## config.mk

```make
export PLATFORM = sky130hd
export DESIGN_NAME = bpr_queue
export DESIGN_NICKNAME = d
export VERILOG_FILES = /design/src/hdl/bpr_pkg.sv /design/src/hdl/bpr_queue.sv
export SDC_FILE = /design/constraint.sdc
export NUM_CORES = 1
export LEC_CHECK = 0
export BUFFER_PORTS_ARGS = -buffer_cell sky130_fd_sc_hd__buf_4
export CORE_MARGIN = 2
export CORE_UTILIZATION = 26
export CTS_BUF_LIST = sky130_fd_sc_hd__clkbuf_16
export CTS_CLUSTER_DIAMETER = 120
export DETAILED_ROUTE_END_ITERATION = 10
export PLACE_DENSITY_LB_ADDON = 0.12
export SETUP_SLACK_MARGIN = 0.4
export SLEW_MARGIN = 20
export SYNTH_ARGS = -nofsm -noshare
export SYNTH_HDL_FRONTEND = slang
export SYNTH_SLANG_ARGS = --single-unit
```

## constraint.sdc

```tcl
create_clock -name i_clk -period 3.8 [get_ports i_clk]
set_input_delay 0.76 -clock i_clk [delete_from_list [all_inputs] [get_ports i_clk]]
set_output_delay 0.76 -clock i_clk [all_outputs]
set_load 0.02 [all_outputs]
```

## src/hdl/bpr_pkg.sv

```systemverilog
// ============================================================================
// Bad page run table package
// Shared item type, command codes and queue constants.
// ============================================================================
package bpr_pkg;

    localparam int QUEUE_DEPTH = 2;

    typedef enum logic [1:0] {
        CMD_INSERT = 2'd0,
        CMD_COUNT  = 2'd1,
        CMD_GET    = 2'd2,
        CMD_UNUSED = 2'd3
    } t_cmd;

    typedef enum logic [1:0] {
        K_NOP,
        K_INSERT,
        K_COUNT,
        K_GET
    } t_kind;

    typedef struct packed {
        t_kind       kind;
        logic [7:0]  block;
        logic [6:0]  page;
    } t_item;

    typedef struct packed {
        logic full;
        logic empty;
    } t_q_status;

endpackage

```

## src/hdl/bpr_queue.sv

```systemverilog
// ============================================================================
// Bad page run table command queue
// Short FIFO between the command front end and the execution engine.
// ============================================================================
module bpr_queue
    import bpr_pkg::*;
(
    input  logic      i_clk,
    input  logic      i_rst_n,
    input  logic      i_push,
    input  t_item     i_item,
    input  logic      i_pop,
    output t_item     o_item,
    output t_q_status o_status
);

    localparam int PTRW = (QUEUE_DEPTH > 1) ? $clog2(QUEUE_DEPTH) : 1;
    localparam int CNTW = $clog2(QUEUE_DEPTH + 1);

    t_item            r_mem [QUEUE_DEPTH];
    logic [PTRW-1:0]  r_wp;
    logic [PTRW-1:0]  r_rp;
    logic [CNTW-1:0]  r_cnt;
    logic             s_push;
    logic             s_pop;

    assign s_push = i_push && (r_cnt != CNTW'(QUEUE_DEPTH));
    assign s_pop  = i_pop && (r_cnt != '0);

    always_ff @(posedge i_clk) begin
        if (s_push) begin
            r_mem[r_wp] <= i_item;
        end
        if (!i_rst_n) begin
            r_wp  <= '0;
            r_rp  <= '0;
            r_cnt <= '0;
        end else begin
            if (s_push) begin
                r_wp <= (r_wp == PTRW'(QUEUE_DEPTH - 1)) ? '0 : r_wp + PTRW'(1);
            end
            if (s_pop) begin
                r_rp <= (r_rp == PTRW'(QUEUE_DEPTH - 1)) ? '0 : r_rp + PTRW'(1);
            end
            if (s_push && !s_pop) begin
                r_cnt <= r_cnt + CNTW'(1);
            end else if (s_pop && !s_push) begin
                r_cnt <= r_cnt - CNTW'(1);
            end
        end
    end

    assign o_item         = r_mem[r_rp];
    assign o_status.full  = (r_cnt == CNTW'(QUEUE_DEPTH));
    assign o_status.empty = (r_cnt == '0);

endmodule

```

# Yosys cells after proc, flatten, opt, wreduce, memory -nomap -nowiden
# Memory sizes are Yosys's and may differ from the RTL's. A register that Yosys moved wholly into a read port is not among the register bits.
# Cells that the tools add are included.
dict set report totals {
  regBits 4
  mem_count 1
  ramBits 34
  wordCells 27
}
# memory words width read_ports rd_ports_with_merged_regs wr line
set mem_list {}
lappend mem_list {r_mem 2 17 1 1 1 bpr_queue.sv:20} ;# t_item r_mem [QUEUE_DEPTH];
dict set report op_classes {
  n_eq_ne 2
  n_mux 8
  add_sub_neg 4
  n_reduce_logical 9
}
# op count
set ops {}
lappend ops {{$mux 1} 6}
lappend ops {{$logic_and 1x1->1} 4}
lappend ops {{$mux 2} 2}
lappend ops {{$reduce_bool 2->1} 2}
lappend ops {{$add 1x1->1 const B} 2}
lappend ops {{$add 2x1->2 const B} 1}
lappend ops {{$eq 2x2->1 const B} 1}
lappend ops {{$logic_not 1->1} 2}
lappend ops {{$logic_not 2->1} 1}
lappend ops {{$ne 2x2->1 const B} 1}
lappend ops {{$sub 2x1->2 const B} 1}

# Logic depth before layout (Yosys ltp)
dict set report logic_depth {
  depth_word 6
  mapped_depth 7
  mapped_depth_nobuf 7
}

# Least setup slack after synthesis
# No wires, ideal clock.
dict set report synth_timing {
  kind {input to register}
  from {input port i_push}
  to {memory r_mem[0][0] in the netlist's numbering, enable pin}
  n_path_buf 0
  path_stages 2
  t_arrival_ns 1.567
  slack_ns 1.844
  path_cell_list {inv_1 nor3_2}
}
dict set report synth_between {
  elab_chain_len 3
}
# item line
set synth_rtl {}
lappend synth_rtl {{from (decl)} bpr_queue.sv:10} ;# input logic i_push,
lappend synth_rtl {{$logic_and 1x1->1} bpr_queue.sv:27} ;# assign s_push = i_push && (r_cnt != CNTW'(QUEUE_DEPTH));
lappend synth_rtl {{$mux 1} bpr_queue.sv:31} ;# if (s_push) begin
lappend synth_rtl {{$mux 1 (not written as such)} bpr_queue.sv:32} ;# r_mem[r_wp] <= i_item;
lappend synth_rtl {{to (decl)} bpr_queue.sv:20}
# No other way between the ends.

==> flow_summary.json <==
{
  "tritoncts": "yes",
  "final_area_um2": 1970,
  "synth_nets": 100,
  "clkPwrFrac_pct": 27.6,
  "firstDrtPassIters": 4,
  "skew_ps": 2.07,
  "path_cells": "mux2_2, buf_4",
  "synth_area_um2": 1460,
  "routabilityCongestion": 0.646,
  "synth_top_cell_by_area": "edfxtp_1",
  "critPathMaxFanout": 17,
  "synth_cell_types": 21,
  "synth_compound_area_share_pct": 2.23,
  "power.switching_mw": 0.398,
  "final_antenna_net_count": 0,
  "muxShareOfSynthArea_pct": 13.1,
  "synth.avg_cell_area_um2": 18.7,
  "whs_path_depth": 2,
  "criticalPathCategory": "flip-flop to output port",
  "synthFlopType": "edfxtp_1",
  "synth_edf_count": 34,
  "io_pins": 40,
  "die_h_um": 78.9,
  "p_int_mw": 0.981,
  "status": "finished clean",
  "clock-sinks": 39,
  "numPortBuffers": 39,
  "ys_warn_count": 0,
  "nFillCells": 530,
  "ys_seq_elements": 39,
  "period_share_pct": 64.6,
  "numCtsBuffers": 5,
  "arrival_ps": 1690,
  "drv_slew": 0,
  "end_kind": "output port",
  "clockBufferDepth": 2,
  "via_per_inst": 4.10,
  "clock-root-buffer": "clkbuf_16",
  "synth_xor_area_share_pct": 1.80,
  "synth_adder_area_share_pct": 0.858,
  "gr-total-overflow": 0,
  "grt_max_degree": 19,
  "nNetsFinal": 144,
  "wl_per_cell_um": 13.1,
  "post-route-min-period_ps": 2450,
  "ctsResizeCount": 0,
  "hp-start": "r_cnt[1]",
  "drive_gt1_share_pct": 52.0,
  "worstRegToRegCells": 3,
  "relSlewSlack_pct": 37.4,
  "rr_startpoint": "r_cnt[0]",
  "drc": 0,
  "switching_share_pct": 28.8,
  "cp.required_ps": 3040,
  "rows": 27,
  "critPathLaunchType": "flip-flop",
  "antenna_found_initial": 0,
  "synth_top_family_by_area": "multiplexers",
  "n_antenna_cell": 0,
  "setup_viol": 0,
  "synth_top_cells_by_count": "edfxtp_1 (34), mux2_2 (17), dfxtp_1 (5), and2_1 (3)",
  "ys_seq_area_share_pct": 76.8,
  "postCtsSetupBuffers": 0,
  "fin_tns_setup_ps": 0,
  "core_um2": 5470,
  "power.leakage_nw": 0.747,
  "synth_simple_gate_area_share_pct": 3.77,
  "tightest_slew_ps": 936,
  "die_area_um2": 6230,
  "powerDensity_nw_per_um2": 699,
  "syn2layout_area_growth_pct": 35.2,
  "hold_slack_ps": 523,
  "finish.utilization_pct": 36.1,
  "whs_endpoint": "r_cnt[1]",
  "hold_class": "flip-flop to flip-flop",
  "postCtsHoldBufs": 0,
  "fp.dieW_um": 78.9,
  "rsz0062_at_grt": "no",
  "peakVddDrop_v": 0.000344,
  "seqPwrFrac_pct": 43.0,
  "timing_hold_violations_final": 0,
  "placed_area_um2": 1840,
  "fmax_mhz": 408,
  "wl_um": 2560,
  "drt-initial-drc-count": 56,
  "grt_use_total_pct": 9.13,
  "cap_viol_max_count": 0,
  "hpwl_um": 1670,
  "cts.clk_slew.worst_paths_ps": 50,
  "r2r-end": "r_mem[0][13]",
  "slowest_delay_ps": 830,
  "num_vias": 800,
  "clk_latency_ps": 270,
  "initial_core_util_pct": 26.7,
  "async_flop_share_pct": 0,
  "htreeDepth": 2,
  "p_comb_share_pct": 29.4,
  "worst_path_max_delay_cell": "dfxtp_1",
  "ys_top_cells_by_area": "edfxtp_1 (70%), mux2_2 (13%), dfxtp_1 (6.9%)",
  "synth_top_area_share_pct": 70.0,
  "grt_pass1_wl_um": 4040,
  "r2r_slack_ps": 2040,
  "syn_inst": 78,
  "yosysMostFrequentCell": "edfxtp_1",
  "grt_pass1_vias": 862
}
## placed cells by master (no fill, tap or decap)
| cell type | n |
|---|---|
| nor3_4 | 1 |
| edfxtp_1 | 34 |
| o21a_1 | 1 |
| xnor2_1 | 2 |
| and2_1 | 3 |
| nor2_1 | 2 |
| ha_1 | 1 |
| nand2b_1 | 1 |
| inv_1 | 3 |
| inv_2 | 1 |
| a21boi_0 | 1 |
| buf_4 | 39 |
| or3_1 | 1 |
| mux2_2 | 17 |
| o21ai_1 | 1 |
| xor2_1 | 1 |
| dfxtp_1 | 5 |
| clkinv_2 | 1 |
| o21ai_0 | 1 |
| clkbuf_16 | 5 |
| and3_1 | 1 |
| a21boi_1 | 1 |
## per-stage QoR
stage	worst slack, ps	instances	power, mW
global placement	1580	187	1.01
detailed placement	1590	187	1.02
floorplan	1840	78	0.851
CTS	1280	195	1.40
finish	1350	195	1.38
global route	1240	195	1.45
## how the worst max path moves through the flow
stage	end	slack, ps	depth (start not counted)
2_1_floorplan	r_mem[0][0]	1840	2
3_3_place_gp	o_item[6]	1580	2
3_5_place_dp	o_item[5]	1590	2
4_1_cts	o_item[14]	1280	2
5_1_grt	o_item[5]	1240	2
6_report	o_item[14]	1350	2
## final cells by class
class	count	area (um^2)	share of cell area, %
tap	72	90.1	4.57
clock buffer	5	125	6.34
clock inverter	3	12.5	0.634
multi-input combinational	35	324	16.4
timing repair buffer	39	293	14.8
inverter	2	7.51	0.380
sequential	39	1120	56.8
## power by group through the flow
| stage | Sequential (mW) | Combinational (mW) | Clock (mW) |
|---|---|---|---|
| finish | 0.593 | 0.405 | 0.380 |
| global route | 0.603 | 0.437 | 0.413 |
| CTS | 0.597 | 0.414 | 0.392 |
| detailed placement | 0.604 | 0.412 | 0 |
| global placement | 0.602 | 0.407 | 0 |
| floorplan | 0.570 | 0.282 | 0 |
## flip-flops by register name (all words and copies together) (netlist names), named ones only
| signal | cells |
|---|---|
| r_rp | 1 |
| r_cnt | 2 |
| r_wp | 1 |
| r_mem | 34 |
## cells by family (layout without fill, tap and decap cells)
kind of cell / Yosys count / after routing
flops: 39 / 39
mux: 17 / 17
simple gates: 9 / 9
compound gates: 5 / 5
buf+inv: 4 / 49
xor+xnor: 3 / 3
fa+ha+maj: 1 / 1
## worst max-delay path: cells and delay by family, from the launching register on
family / cells / cell delay, ps
mux: 1 / 430
flops: 1 / 830
buf+inv: 1 / 160
## routing by layer
| metal | global-route usage (%) | part of all wire [%] | vias to the layer above |
|---|---|---|---|
| met1 | 10.2 | 42 | 393 |
| met2 | 14.4 | 50 | 24 |
| met5 | 0 | 0 | - |
| met3 | 4.20 | 6.8 | 2 |
| met4 | 5.17 | 1.1 | 0 |
| li1 | - | - | 381 |
(Power assumes the default switching activity.)
